`config.mk`:
```
export PLATFORM = sky130hd
export DESIGN_NAME = parallel_shift_register_led_driver_top
export DESIGN_NICKNAME = d
export VERILOG_FILES = /design/src/psrld_pkg.sv /design/src/parallel_shift_register_led_driver_top.sv
export SDC_FILE = /design/constraint.sdc
export NUM_CORES = 1
export LEC_CHECK = 0
export BUFFER_PORTS_ARGS = -buffer_cell sky130_fd_sc_hd__buf_4
export CORE_MARGIN = 5
export CORE_UTILIZATION = 38
export DETAILED_ROUTE_END_ITERATION = 12
export HOLD_SLACK_MARGIN = 0.12
export PLACE_DENSITY = 0.58
export SYNTH_ARGS = -nofsm -noshare
export SYNTH_HDL_FRONTEND = slang
export SYNTH_SLANG_ARGS = --single-unit
export TNS_END_PERCENT = 1
```
`constraint.sdc`:
```
create_clock -name clk_i -period 3.35 [get_ports clk_i]
set_clock_uncertainty 0.1 [all_clocks]
set_input_delay 0 -clock clk_i [delete_from_list [all_inputs] [get_ports clk_i]]
set_output_delay 0 -clock clk_i [all_outputs]
set_load 0.05 [all_outputs]
```
`src/psrld_pkg.sv`:
```
// Package for the LED shift register chain driver.
// Holds chain geometry, word widths and sequencer codes; no dependencies.
package psrld_pkg;

  localparam int NUM_LANES     = 4;
  localparam int BITS_PER_LANE = 8;
  localparam int WORD_W        = 32;
  localparam int LANE_DATA_W   = 4;
  localparam int TOP_LED       = NUM_LANES * BITS_PER_LANE - 1;
  localparam int SWAP_LO       = 13;
  localparam int SWAP_HI       = 14;
  localparam int STEP_W        = (BITS_PER_LANE > 1) ? $clog2(BITS_PER_LANE) : 1;
  localparam int TDATA_W       = 8;

  // write phases inside one bit step, and inside the latch tail
  localparam logic [1:0] PH_SETUP = 2'd0;
  localparam logic [1:0] PH_CLOCK = 2'd1;
  localparam logic [1:0] PH_HOLD  = 2'd2;
  localparam logic [1:0] PH_CLEAR = 2'd3;

  typedef logic [BITS_PER_LANE-1:0] lane_bits_t;

endpackage

```
`src/parallel_shift_register_led_driver_top.sv`:
```
// LED chain driver top level: compares, stores and serializes an LED word.
// Depends on psrld_pkg for geometry and phase codes.
//
// A changed LED word produces 34 pin-write transfers on the master side, one per
// cycle while tready is high, the last one flagged by tlast; the input side takes
// no new word until the last write of the sequence has been issued. The sequence
// is set by the bit-step sequencer that shifts all four lane registers one bit
// every four writes. An unchanged word is taken and produces nothing. Each lane
// register is loaded MSB-step first from word bits 31-8p downward;
// swap_fix_enable, sampled at accept, exchanges LEDs 13 and 14. The stored word
// resets to all ones.
module parallel_shift_register_led_driver_top (
  input  logic                             clk_i,
  input  logic                             rst_ni,
  input  logic                             cfg_we_i,
  input  logic                             cfg_wdata_i,     // swap_fix_enable
  input  logic                             s_axis_tvalid_i,
  output logic                             s_axis_tready_o,
  input  logic [psrld_pkg::WORD_W-1:0]     s_axis_tdata_i,  // [31:0] led_word
  output logic                             m_axis_tvalid_o,
  input  logic                             m_axis_tready_i,
  // [3:0] lane_data, [4] shift_clock, [5] store_clock, [7:6] zero
  output logic [psrld_pkg::TDATA_W-1:0]    m_axis_tdata_o,
  output logic                             m_axis_tlast_o   // last_write
);
  import psrld_pkg::*;

  localparam logic ST_IDLE = 1'b0;
  localparam logic ST_RUN  = 1'b1;

  logic                         state_q, state_d;
  logic                         swap_q;
  logic [WORD_W-1:0]            shown_q;
  lane_bits_t                   lanes_q [NUM_LANES];
  lane_bits_t                   load_lanes [NUM_LANES];
  logic [1:0]                   phase_q;
  logic [STEP_W-1:0]            step_q;
  logic                         tail_q;
  logic                         out_valid_q;
  logic [LANE_DATA_W-1:0]       out_lane_q, lane_now;
  logic                         out_sclk_q, out_rclk_q, out_last_q;
  logic [WORD_W-1:0]            swapped;
  logic                         in_xfer, out_free, emit;

  assign s_axis_tready_o = (state_q == ST_IDLE);
  assign in_xfer         = s_axis_tvalid_i && s_axis_tready_o;
  assign out_free        = !out_valid_q || m_axis_tready_i;
  assign emit            = (state_q == ST_RUN) && out_free;

  assign m_axis_tvalid_o = out_valid_q;
  assign m_axis_tdata_o  = {2'b00, out_rclk_q, out_sclk_q, out_lane_q};
  assign m_axis_tlast_o  = out_last_q;

  // swap the miswired pair in the word itself, then slice per lane
  always_comb begin
    swapped = s_axis_tdata_i;
    if (swap_q) begin
      swapped[SWAP_LO] = s_axis_tdata_i[SWAP_HI];
      swapped[SWAP_HI] = s_axis_tdata_i[SWAP_LO];
    end
  end

  always_comb begin
    int led;
    for (int p = 0; p < NUM_LANES; p++) begin
      for (int s = 0; s < BITS_PER_LANE; s++) begin
        led = TOP_LED - BITS_PER_LANE * p - s;
        load_lanes[p][s] = (led < WORD_W) ? swapped[led[4:0]] : 1'b0;
      end
    end
  end

  always_comb begin
    lane_now = '0;
    for (int p = 0; p < NUM_LANES; p++) begin
      if (p < LANE_DATA_W) lane_now[p] = lanes_q[p][0];
    end
  end

  always_comb begin
    state_d = state_q;
    if (in_xfer && (s_axis_tdata_i != shown_q)) state_d = ST_RUN;
    else if (emit && tail_q && (phase_q == PH_CLOCK)) state_d = ST_IDLE;
  end

  always_ff @(posedge clk_i or negedge rst_ni) begin
    if (!rst_ni) begin
      state_q     <= ST_IDLE;
      swap_q      <= 1'b1;
      shown_q     <= '1;
      phase_q     <= PH_SETUP;
      step_q      <= '0;
      tail_q      <= 1'b0;
      out_valid_q <= 1'b0;
    end else begin
      state_q <= state_d;
      if (cfg_we_i) swap_q <= cfg_wdata_i;
      if (in_xfer && (s_axis_tdata_i != shown_q)) begin
        shown_q <= s_axis_tdata_i;
        phase_q <= PH_SETUP;
        step_q  <= '0;
        tail_q  <= 1'b0;
      end
      if (emit) begin
        out_valid_q <= 1'b1;
        if (tail_q && (phase_q == PH_CLOCK)) phase_q <= PH_SETUP;
        else                                 phase_q <= phase_q + 2'd1;
        if (!tail_q && (phase_q == PH_CLEAR)) begin
          step_q <= step_q + 1'b1;
          if (step_q == STEP_W'(BITS_PER_LANE - 1)) tail_q <= 1'b1;
        end
      end else if (m_axis_tready_i) begin
        out_valid_q <= 1'b0;
      end
    end
  end

  // lane shift registers and output payload
  always_ff @(posedge clk_i) begin
    if (in_xfer && (s_axis_tdata_i != shown_q)) begin
      for (int p = 0; p < NUM_LANES; p++) lanes_q[p] <= load_lanes[p];
    end else if (emit && !tail_q && (phase_q == PH_CLEAR)) begin
      for (int p = 0; p < NUM_LANES; p++) lanes_q[p] <= lanes_q[p] >> 1;
    end
    if (emit) begin
      // lane data on setup, clock and hold; all lanes low on clear and in the latch tail
      out_lane_q <= (!tail_q && (phase_q != PH_CLEAR)) ? lane_now : '0;
      out_sclk_q <= !tail_q && (phase_q == PH_CLOCK);
      out_rclk_q <= tail_q && (phase_q == PH_SETUP);
      out_last_q <= tail_q && (phase_q != PH_SETUP);
    end
  end

endmodule

```
Word level (Yosys, flattened, before mapping)
Memory sizes are Yosys's and may differ from the RTL's. Index checks and enable logic that the tools add are counted.

Register bits: 48. Memory bits (writable): 32. Input port bits: 38. Output and inout port bits: 11. Word-level logic and storage cells: 69. Memories: 1.

$add $sub $neg: 2. Eq/ne operators: 5. Muxes and demuxes: 24. Bitwise logic cells: 5. Reductions and logical operators: 21.

Memory list: lanes_q (depth 4, width 8, rd ports 4, clocked after Yosys merged registers in 0, wr ports 4, line parallel_shift_register_led_driver_top.sv:34) `lane_bits_t lanes_q [NUM_LANES];`.

Operators by type and width (number): two-way mux 8 bit (4); inequality test 32 bit (1); logical AND 1 bit (13); two-way mux 1 bit (13); two-way mux 3 bit (3); two-way mux 2 bit (4); nonzero test 2 bit (4); OR 1 bit (4); adder 3 x 1 -> 3 bit (second input constant) (1); == test 3 bit (second input constant) (1); adder 2 x 1 -> 2 bit (second input constant) (1); == test 2 x 1 -> 1 bit (second input constant) (1); == test 2 bit (second input constant) (1); zero test 1 bit (2); zero test 2 bit (1); inequality test 2 bit (second input constant) (1); logical OR 1 bit (1); inverter 1 bit (1).

Logic depth before layout (Yosys ltp)
Gate-level depths: netlist of the first run.

Word-level depth: 9. Mapped depth: 7. Mapped depth without buffers: 5.

Worst setup path after synthesis of the first run
No wires, ideal clock.

Kind: reg2reg. Start point: reg shown_q[29]. End point: mem lanes_q[0][0] (netlist bit), enable pin. Setup time: 0.462 ns. Arrival: 2.061 ns. Data required time: 2.788 ns. Slack: 0.726 ns. Stages on the path, launching flop included: 8. Buffers on the path: 2. Clock period less this slack: 2.624 ns. Path through: dfstp_2 > xor2_1 > nor4_1 > nand4_1 > o211a_1 > buf_6 > buf_2 > nand2b_1.

RTL lines: from (decl) (line parallel_shift_register_led_driver_top.sv:33) `logic [WORD_W-1:0] shown_q;`; from (signal assigned) (line parallel_shift_register_led_driver_top.sv:99) `shown_q <= s_axis_tdata_i;`; to (decl) (line parallel_shift_register_led_driver_top.sv:34).

==> impl_summary.log, run 1 <==
[metrics] number of max-slew violations in the final report: 0
[metrics] startpoint type of the worst setup path: flop
[metrics] num rows: 36
[metrics] vias in the first global route: roughly 2400
[metrics] longest individual stage delay on the worst path: 0.54 ns
[metrics] fraction of layout cells with a size suffix above 1: 37.4%
[metrics] cell count after synthesis: 270
[metrics] top cells by area, synth: edfxtp_1 29%, dfstp_2 23%, mux2_4 11%
[metrics] largest vdd supply drop: 0.281 mV
[metrics] Initial Util: 38.6%
[metrics] Mapped Area: 3720 um^2
[metrics] cell class contributing the biggest share of worst-path delay: simple AND/OR/NAND/NOR gates
[metrics] end of the worst register-to-register path: lanes_q[0][5]
[metrics] Reg clk slew, reported paths: 0.08 ns
[metrics] flops & latches, synth: 80
[metrics] ratio of final minimum period to clock period: 76.8%
[metrics] final-report setup violation count: 0
[metrics] count of cells along the worst register-to-register path: 6
[metrics] number of buffers inserted by port buffering: 46
[metrics] crit path capture type: flop
[metrics] Mean Syn Cell Area: 13.8 um^2
[metrics] number of warnings printed during yosys synthesis: 0
[metrics] number of iterations in the first detailed-routing pass: 4
[metrics] CTS Root Buffer Type: clkbuf_8
[metrics] origin of the worst setup path: shown_q[24]
[metrics] Worst Hold End: swap_q
[metrics] max-capacitance violation count: 0
[metrics] post-synth top area share: 29.1%
[metrics] Hold Path Class: input pin to flop
[metrics] clock period minus worst slack: 2.57 ns
[metrics] register area share after synthesis: 59.4%
[metrics] Critical R2R Launch: shown_q[24]
[metrics] grt ovf: 0
[metrics] DIE AREA: 11900 um^2
[metrics] Tightest Pin Transition: 0.606 ns
[metrics] setup repair after global routing missed its margin: no
[metrics] power per standard cell area: 774 nW/um^2
[metrics] insertion delay to the later sink of the worst-skew pair: 0.35 ns
[metrics] number of antenna violations at the first check in global routing: 0
[metrics] first-pass GRT wire length: 12300 um
[metrics] remaining routing DRC violations: 0
[metrics] detailed placement HPWL: approximately 4800 um
[metrics] core box area: 9640 um^2
[metrics] top cells by count, synth: 36 x edfxtp_1, 35 x nand2_1, 33 x dfstp_2
[metrics] number of placed I/O pins: 49
[metrics] clock tree from TritonCTS: yes
[metrics] Clock Tree Buf Depth: 2
[metrics] wirelength, routed: 7530 um
[metrics] gpl congestion: between 0.7 and 0.8
[metrics] P_leak: 1.95 nW
[metrics] number of sinks driven by the clock tree: 80
[metrics] TritonCTS buffer count: 9
[metrics] hold violation total from the final report: 0
[metrics] crit path buf inv count: 1
[metrics] DRT iter0 DRCs: 70
[metrics] flip-flop cell with the highest count after synthesis: edfxtp_1
[metrics] hold_sp: cfg_we_i
[metrics] Yosys top cell by area: edfxtp_1
[metrics] total routing usage reported by global routing: roughly 14%
[metrics] Post-layout nets: 393
[metrics] number of vias in the routed layout: 2260
[metrics] post-synthesis async set-or-reset flop share: approximately half
[metrics] Critical Path Stages: 6
[metrics] Worst slew margin: 59.6%
[metrics] slowest stage cell, crit path: dfstp_2
[metrics] maximum number of pins on one net before global-route repair: 35
[metrics] P&R area growth vs syn: 27.3%
[metrics] cells traversed along the worst timing path: xor2_1, nor4_1, nand4_1, o211a_4, nand2b_1, buf_4
[metrics] post-route total power: between 3 and 4 mW
[metrics] crit-path max FO: 25
[metrics] count of antenna diodes in the layout: 0
[metrics] number of enable-type register cells in the synthesized netlist: 36
[metrics] arrival time of data at the critical path endpoint: approximately 2.5 ns
[metrics] required time at the endpoint of the critical path: 3.31 ns
[metrics] number of nets still failing antenna checks after routing: 0
[metrics] synth unique cells: 31
[metrics] final total negative setup slack: 0 ns
[metrics] fin util: 49.1%
[metrics] die extent in x: 109 um
[metrics] setup slack on the worst flop-to-flop path: about 0.8 ns
[metrics] count of cells along the worst hold path: 3
[metrics] DR WL/cell: 15.3 um
[metrics] upper clock frequency limit: 389 MHz
[metrics] vertical die dimension: ~110 um
[metrics] worst setup path class: flop to flop
[metrics] most numerous cell in the Yosys netlist: edfxtp_1
[metrics] run status: finished, final reports clean
[metrics] count of H-tree levels built during CTS: 3
[metrics] Vias/cell: 4.60
-- state kept, by name (all words and copies together) (netlist names), 2 cells and up --
signal      cells
lanes_q        32
out_lane_q      4
phase_q         2
shown_q        32
step_q          3
-- layout make-up --
cell class                      instances  area [um^2]
Tap cell                              133          166
Fill cell                             887         4900
Inverter                                6         22.5
Multi-Input combinational cell        168         1390
Timing Repair Buffer                   88          756
Sequential cell                        80         2210
Clock inverter                          4         43.8
Clock buffer                           12          145
-- cells by family after synthesis --
family,synth area share (%)
XOR/XNOR,7.53
AO/OA/AOI/OAI,6.42
other,0.101
adder cells (fa/ha/maj),0.673
flip-flops,59.4
buffers and inverters,3.63
multiplexers,14.2
AND/OR/NAND/NOR,8.04
-- routing by layer --
metal | share of wire, % | wire (um) | up-vias | global-route usage (%)
met4 | 1.3 | 99 | 0 | 4.78
met2 | 47 | 3500 | 45 | 21.0
met3 | 3.8 | 283 | 11 | 3.26
li1 | - | - | 1110 | -
met1 | 48 | 3640 | 1094 | 18.9
met5 | 0 | 0 | - | 0
-- timing repair --
item	CTS	global route
gates resized for setup	0	0
setup endpoints to repair	0	0
hold buffers	38	0
buffers inserted	0	0
hold endpoints to repair	110	0
-- placed cells by master (no fill, tap or decap), drive strengths merged --
| master | netlist | final |
|---|---|---|
| clkinv | 0 | 3 |
| dlygate4sd3 | 0 | 38 |
| nand3 | 1 | 1 |
| clkbuf | 6 | 12 |
| and2 | 5 | 5 |
| nor2 | 2 | 2 |
| o211a | 1 | 1 |
| bufinv | 0 | 1 |
| nor2b | 1 | 1 |
| o21ai | 8 | 8 |
| nand2b | 4 | 4 |
| mux2 | 35 | 35 |
| nand2 | 35 | 35 |
| dfrtp | 8 | 8 |
| ha | 2 | 2 |
| inv | 6 | 6 |
| a22o | 21 | 21 |
| conb | 1 | 2 |
| nor3 | 2 | 2 |
| dfstp | 33 | 33 |
| xor2 | 32 | 32 |
| buf | 11 | 50 |
| or3 | 1 | 1 |
| nor4 | 8 | 8 |
| nand4 | 2 | 2 |
| a21oi | 1 | 1 |
| or2 | 1 | 1 |
| nor3b | 1 | 1 |
| dfxtp | 3 | 3 |
| edfxtp | 36 | 36 |
| mux2i | 3 | 3 |
-- where the power goes --
group	internal [mW]	total, mW	switching [mW]
clock	0.361	0.700	0.339
sequential	1.58	1.79	0.216
combinational	0.606	1.17	0.563
total	2.55	3.66	1.12
-- through the flow --
stage	std cells	worst slack [ns]	hold WS (ns)	cell area [um^2]
after detailed placement	437	0.757	-0.0676	4170
final	491	0.777	0.339	4730
after floorplan	271	0.726	-0.396	3720
after global placement	437	0.766	-0.0669	4170
after CTS	491	0.719	0.323	4730
after global routing	491	0.566	0.342	4730
-- worst register-to-register path, cell delays in order, from the launching register on --
cell and delay, ns:
dfstp_2 0.54, xor2_1 0.06, nor4_1 0.37, nand4_1 0.22, o211a_4 0.40, nand2b_1 0.26, buf_4 0.31
-- worst max-delay path by stage --
stage                         end  slack (ns)
CTS                 lanes_q[0][5]        0.72
finish              lanes_q[0][5]        0.78
global placement    lanes_q[3][1]        0.77
global route        lanes_q[0][5]        0.57
floorplan           lanes_q[0][0]        0.73
detailed placement  lanes_q[0][6]        0.76
Power figures use the tool's default switching activity.
==> run 2: changes to the inputs <==
- ABC_AREA: not set -> 1
- PLACE_DENSITY: 0.58 -> 0.6
- clock period: 3.35 -> 2.1 ns (I/O delays scaled with it)
==> run 2 against run 1 <==
Area after synthesis grew 1.3%. Fmax rose by 31%. First-iteration DRC count rose by 64%. Flip-flop and latch count did not move. Hold slack worse by 0.0025 ns.
==> impl_summary.log, run 2 <==
[metrics] Vias/cell: 4.41
[metrics] clock tree from TritonCTS: yes
[metrics] number of antenna violations at the first check in global routing: 0
[metrics] fraction of layout cells with a size suffix above 1: 24.2%
[metrics] grt ovf: 0
[metrics] end of the worst register-to-register path: lanes_q[3][0]
[metrics] DIE AREA: 12000 um^2
[metrics] count of cells along the worst hold path: 3
[metrics] number of sinks driven by the clock tree: 80
[metrics] Reg clk slew, reported paths: 0.08 ns
[metrics] max-capacitance violation count: 0
[metrics] gpl congestion: 0.795
[metrics] Critical Path Stages: 9
[metrics] final total negative setup slack: 0 ns
[metrics] remaining routing DRC violations: 0
[metrics] worst setup path class: flop to flop
[metrics] number of enable-type register cells in the synthesized netlist: 36
[metrics] number of placed I/O pins: between 40 and 50
[metrics] insertion delay to the later sink of the worst-skew pair: approximately 0.35 ns
[metrics] arrival time of data at the critical path endpoint: 1.97 ns
[metrics] worst setup path endpoint: lanes_q[3][0]
[metrics] Critical R2R Launch: shown_q[3]
[metrics] number of nets still failing antenna checks after routing: 0
[metrics] flops & latches, synth: 80
[metrics] post-synth top area share: 28.7%
[metrics] cells traversed along the worst timing path: xnor2_1, nand2_1, nor2_1, nand2_1, nor2_1, nand2_2, nand2_8, nand2_2, buf_4
[metrics] top cells by count, synth: 133 x nand2_1, 44 x inv_1, 39 x o21ai_0
[metrics] clock period minus worst slack: 1.96 ns
[metrics] startpoint type of the worst setup path: flop
[metrics] cell class contributing the biggest share of worst-path delay: simple AND/OR/NAND/NOR gates
[metrics] num rows: 36
[metrics] TritonCTS buffer count: 9
[metrics] power per standard cell area: 992 nW/um^2
[metrics] leading cell types in the layout, fill and taps excluded: 132 x nand2_1, 54 x buf_4, 44 x inv_1, 39 x o21ai_0, 38 x dlygate4sd3_1
[metrics] longest individual stage delay on the worst path: ~0.55 ns
[metrics] crit-path max FO: 8
[metrics] synth unique cells: 26
[metrics] cell area after layout: 4950 um^2
[metrics] Initial Util: 38.7%
[metrics] vias in the first global route: 2773
[metrics] count of antenna diodes in the layout: 0
[metrics] Mean Syn Cell Area: 9.24 um^2
[metrics] maximum number of pins on one net before global-route repair: between 40 and 50
[metrics] run status: finished, final reports clean
[metrics] Tightest Pin Transition: 0.628 ns
[metrics] P_leak: 2.20 nW
[metrics] final-report setup violation count: 0
[metrics] number of buffers inserted by port buffering: 46
[metrics] cell count after synthesis: 408
[metrics] vertical die dimension: 110 um
[metrics] flip-flop cell with the highest count after synthesis: edfxtp_1
[metrics] post-synthesis async set-or-reset flop share: approximately half
[metrics] number of iterations in the first detailed-routing pass: 4
[metrics] CTS Root Buffer Type: clkbuf_8
[metrics] ratio of final minimum period to clock period: 93.4%
[metrics] most numerous cell in the Yosys netlist: nand2_1
[metrics] Worst slew margin: 58.0%
[metrics] detailed placement HPWL: 5110 um
[metrics] Hold Path Class: input pin to flop
[metrics] top cells by area, synth: edfxtp_1 29%, dfstp_2 23%, nand2_1 13%
[metrics] upper clock frequency limit: between 500 and 600 MHz
[metrics] hold violation total from the final report: 0
[metrics] crit path capture type: flop
[metrics] total routing usage reported by global routing: between 10 and 15%
[metrics] leading cell type in the layout, fill and taps excluded: nand2_1
[metrics] crit path buf inv count: 1
[metrics] DR WL/cell: 12.4 um
[metrics] Largest regs: lanes_q (32), shown_q (32), out_lane_q (4)
[metrics] fill cell count: 908
[metrics] core box area: between 9000 and 10000 um^2
[metrics] P&R area growth vs syn: 31.3%
[metrics] wirelength, routed: 7940 um
[metrics] count of H-tree levels built during CTS: 3
[metrics] Post-layout nets: 540
[metrics] DRT iter0 DRCs: 115
[metrics] number of max-slew violations in the final report: 0
[metrics] first-pass GRT wire length: 12900 um
[metrics] number of vias in the routed layout: 2816
[metrics] slowest stage cell, crit path: dfstp_2
[metrics] setup slack on the worst flop-to-flop path: 0.14 ns
[metrics] post-detailed-placement cell area: 4250 um^2
[metrics] count of cells along the worst register-to-register path: 9
[metrics] Clock Tree Buf Depth: 2
[metrics] Mapped Area: 3770 um^2
[metrics] required time at the endpoint of the critical path: ~2.1 ns
[metrics] die extent in x: 110 um
[metrics] largest vdd supply drop: 0.509 mV
[metrics] setup repair after global routing missed its margin: no
[metrics] Yosys top cell by area: edfxtp_1
[metrics] origin of the worst setup path: shown_q[3]
[metrics] number of warnings printed during yosys synthesis: 0
[metrics] register area share after synthesis: 58.6%
-- run 2: cell types whose count changed in the layout (fill, tap and decap cells not counted), moves of 23 or more --
cell	delta
o21ai_0	+31
xnor2_1	+23
nand2_1	+97
xor2_1	-32
mux2_4	-28
inv_1	+38
-- run 2: layout make-up --
class	instances	area (um^2)	share of cell area, %
multi-input combinational	260	1240	25.1
clock inverter	6	82.6	1.67
tap	133	166	3.36
sequential	80	2210	44.6
inverter	51	191	3.87
clock buffer	10	138	2.78
timing repair buffer	98	921	18.6
-- run 2: how the worst min path moves through the flow --
stage / startpoint / end
5_1_grt: cfg_we_i / swap_q
6_report: cfg_we_i / swap_q
4_1_cts: cfg_we_i / swap_q
2_1_floorplan: rst_ni / m_axis_tvalid_o
3_3_place_gp: rst_ni / step_q[0]
3_5_place_dp: rst_ni / step_q[0]
-- run 2: where the power goes --
group / switching, mW / internal, mW
registers: 0.223 / 2.22
clock network: 0.558 / 0.696
logic: 0.675 / 0.533
-- run 2: what timing repair did --
action	CTS	global route
setup endpoints to repair	0	17
hold buffers	38	0
setup buffers	0	2
gates resized for setup	0	1
hold endpoints to repair	108	0
-- run 2: logic make-up (layout without fill, tap and decap cells) --
kind of cell | count (synthesis) | in the layout | share of synthesized area [%]
simple gates | 172 | 172 | 18.2
flops | 80 | 80 | 58.6
buf+inv | 69 | 165 | 8.86
compound gates | 60 | 60 | 7.97
xor+xnor | 23 | 23 | 5.34
fa+ha+maj | 2 | 2 | 0.664
other cells | 1 | 2 | 0.0995
mux | 1 | 1 | 0.299
-- run 2: per-layer routing --
metal	wire [um]	GRT usage, %	up-vias
li1	-	-	1462
met1	3830	19.2	1289
met2	3630	21.4	53
met3	342	2.00	12
met4	126	5.61	0
met5	0	0	-
-- run 2: through the flow --
step	hold WS [ns]	std cells	setup slack (ns)	utilization (%)	total power [mW]
after CTS	0.326	633	0.0914	49.9	4.93
after floorplan	-0.396	409	0.0102	-	3.27
final	0.336	638	0.138	50.9	4.91
after global placement	-0.0633	579	0.157	43.7	3.57
after global routing	0.341	638	0.0106	50.9	5.25
after detailed placement	-0.0648	579	0.126	43.7	3.62
-- run 2: worst register-to-register path, stage by stage (launching register included) --
cell and delay (ns):
dfstp_2 0.55, xnor2_1 0.11, nand2_1 0.07, nor2_1 0.11, nand2_1 0.09, nor2_1 0.14
nand2_2 0.13, nand2_8 0.14, nand2_2 0.09, buf_4 0.19
==> run 3: changes to the inputs <==
- PLACE_DENSITY: 0.6 -> 0.58
- clock period: 2.1 -> 2.3 ns (I/O delays scaled with it)
==> run 3 against run 2 <==
Via count down 0.85%. Cell area down 1.4%. Global-route usage is 0.18 points lower. Final cell count fell by 0.47%. Non-clock buffer count down 3. Hold slack got worse by 0.17 ns. Combinational power fell by 11%. Largest cell class unchanged. Die area unchanged. Setup slack better by 0.020 ns. Clock-buffer cell count did not move. Sequential power decreased by 8.2%. Sequential share of layout area grew 0.65 points.
==> impl_summary.log, run 3 (synthesis results as in run 2) <==
[metrics] area of all sequential standard cells: 2210 um^2
[metrics] wirelength, routed: approximately 7600 um
[metrics] clock group share of total power: 25.5%
[metrics] grt ovf: 0
[metrics] Worst Hold End: shown_q[5]
[metrics] net load switching power: roughly 1.3 mW
[metrics] max-capacitance violation count: 0
[metrics] number of iterations in the first detailed-routing pass: 4
[metrics] post-detailed-placement cell area: around 4200 um^2
[metrics] worst setup margin: 0.157 ns
[metrics] Tightest Pin Transition: 0.519 ns
[metrics] TritonCTS buffer count: 9
[metrics] number of buffers inserted to repair setup after CTS: 0
[metrics] cells traversed along the worst timing path: xnor2_1, nand2_1, nor2_2, nand2_1, nor2_1, nand2_2, nand3_1, dlygate4sd3_1, nand2_1
[metrics] insertion delay to the later sink of the worst-skew pair: 0.34 ns
[metrics] fraction of layout cells with a size suffix above 1: 23.7%
[metrics] arrival time of data at the critical path endpoint: 2.28 ns
[metrics] number of buffers inserted by port buffering: 46
[metrics] end of the worst register-to-register path: lanes_q[0][7]
[metrics] final total negative setup slack: 0 ns
[metrics] slowest stage cell, crit path: dlygate4sd3_1
[metrics] vertical die dimension: 110 um
[metrics] Clock Tree Buf Depth: 2
[metrics] count of cells along the worst hold path: 5
[metrics] maximum number of pins on one net before global-route repair: 54
[metrics] hold_sp: s_axis_tvalid_i
[metrics] cell class contributing the biggest share of worst-path delay: simple AND/OR/NAND/NOR gates
[metrics] Hold Path Class: input pin to flop
[metrics] vias in the first global route: 2657
[metrics] die extent in x: 110 um
[metrics] power per standard cell area: 911 nW/um^2
[metrics] leading cell type in the layout, fill and taps excluded: nand2_1
[metrics] detailed placement HPWL: 5040 um
[metrics] fin util: 50.1%
[metrics] gpl congestion: slightly below 0.8
[metrics] worst setup path class: flop to flop
[metrics] number of max-slew violations in the final report: 0
[metrics] fill cell count: roughly 900
[metrics] upper clock frequency limit: 467 MHz
[metrics] count of antenna diodes in the layout: 0
[metrics] count of cells along the worst register-to-register path: 9
[metrics] final-report setup violation count: 0
[metrics] Vias/cell: 4.40
[metrics] number of vias in the routed layout: 2792
[metrics] core box area: ~10000 um^2
[metrics] crit path buf inv count: 1
[metrics] crit-path max FO: 4
[metrics] Reg clk slew, reported paths: 0.08 ns
[metrics] number of nets still failing antenna checks after routing: 0
[metrics] number of antenna violations at the first check in global routing: 0
[metrics] cell area after layout: 4880 um^2
[metrics] DRT iter0 DRCs: 74
[metrics] DIE AREA: between 10000 and 15000 um^2
[metrics] Sw Ratio: about 30%
[metrics] total routing usage reported by global routing: between 10% and 20%
[metrics] footprint of the multi-input gates: 1240 um^2
[metrics] Placement Setup Slack: approximately 0.15 ns
[metrics] most common cell type on the critical path: nand2_1
[metrics] internal power consumption: approximately 3.1 mW
[metrics] hold violation total from the final report: 0
[metrics] crit path capture type: flop
[metrics] combinational cell fraction of total power: 24.2%
[metrics] setup repair after global routing missed its margin: no
[metrics] P&R area growth vs syn: 29.4%
[metrics] DR WL/cell: 12.0 um
[metrics] count of H-tree levels built during CTS: 3
[metrics] clock period minus worst slack: 2.14 ns
[metrics] part of the total power dissipated in sequential elements: just over 50%
[metrics] ratio of final minimum period to clock period: 93.2%
[metrics] Post-layout nets: 537
[metrics] Largest regs: lanes_q (32), shown_q (32), out_lane_q (4)
[metrics] CTS Root Buffer Type: clkbuf_8
[metrics] run status: finished, final reports clean
[metrics] longest individual stage delay on the worst path: 0.58 ns
[metrics] required time at the endpoint of the critical path: 2.44 ns
[metrics] startpoint type of the worst setup path: flop
[metrics] num rows: 36
[metrics] clock tree from TritonCTS: yes
[metrics] number of placed I/O pins: between 40 and 50
[metrics] leading cell types in the layout, fill and taps excluded: 132 x nand2_1, 52 x buf_4, 44 x inv_1, 40 x dlygate4sd3_1, 39 x o21ai_0
[metrics] Worst slew margin: roughly 65%
[metrics] Critical R2R Launch: shown_q[31]
[metrics] Initial Util: about two fifths
[metrics] remaining routing DRC violations: 0
[metrics] first-pass GRT wire length: 12500 um
[metrics] number of sinks driven by the clock tree: 80
[metrics] setup slack on the worst flop-to-flop path: between 0.15 and 0.2 ns
[metrics] P_leak: 2.16 nW
[metrics] largest vdd supply drop: 0.506 mV
==> run 3: layer usage <==
| metal | global-route usage (%) | wire, um | vias to the layer above |
|---|---|---|---|
| met4 | 3.92 | 73 | 0 |
| met2 | 21.9 | 3670 | 56 |
| met5 | 0 | 0 | - |
| li1 | - | - | 1460 |
| met3 | 4.05 | 423 | 6 |
| met1 | 17.6 | 3480 | 1270 |
==> run 3: cell type report <==
cell class,instances,area share [%]
flip-flops and latches,80,45.3
multi-input cells,260,25.3
repair buffers,95,17.5
inverters,51,3.92
well taps,133,3.41
clock buffers,10,2.82
clock inverters,6,1.69
==> run 3: power groups by stage <==
| stage | clock network, mW | registers [mW] | logic, mW |
|---|---|---|---|
| 2_1_floorplan | 0 | 2.27 | 0.710 |
| 3_3_place_gp | 0 | 2.24 | 1.00 |
| 3_5_place_dp | 0 | 2.26 | 1.03 |
| 4_1_cts | 1.17 | 2.24 | 1.09 |
| 5_1_grt | 1.23 | 2.27 | 1.23 |
| 6_report | 1.13 | 2.24 | 1.08 |
==> run 3: how the worst max path moves through the flow <==
stage	depth (start not counted)	start	to
finish	9	shown_q[31]	lanes_q[0][7]
global route	9	shown_q[29]	lanes_q[1][7]
CTS	9	shown_q[31]	lanes_q[2][7]
detailed placement	9	shown_q[31]	lanes_q[1][3]
global placement	9	shown_q[31]	lanes_q[0][6]
floorplan	10	shown_q[4]	lanes_q[0][0]
==> run 3: metrics by stage <==
| stage | power, mW | hold WS, ns | cells |
|---|---|---|---|
| 6_report | 4.44 | 0.167 | 635 |
| 5_1_grt | 4.73 | 0.197 | 635 |
| 4_1_cts | 4.49 | 0.125 | 634 |
| 3_5_place_dp | 3.29 | -0.0614 | 578 |
| 3_3_place_gp | 3.25 | -0.0672 | 578 |
| 2_1_floorplan | 2.98 | -0.396 | 409 |
==> run 3: what timing repair did <==
action	CTS	global route
gates resized for setup	0	1
hold buffers	40	0
setup endpoints to repair	0	7
endpoints found under the hold margin	108	0
==> run 3: worst register-to-register path, delay by kind of cell (launching register included) <==
kind	cells	cell delay, ns
simple gates	7	0.69
buf+inv	1	0.58
xor+xnor	1	0.15
flops	1	0.54
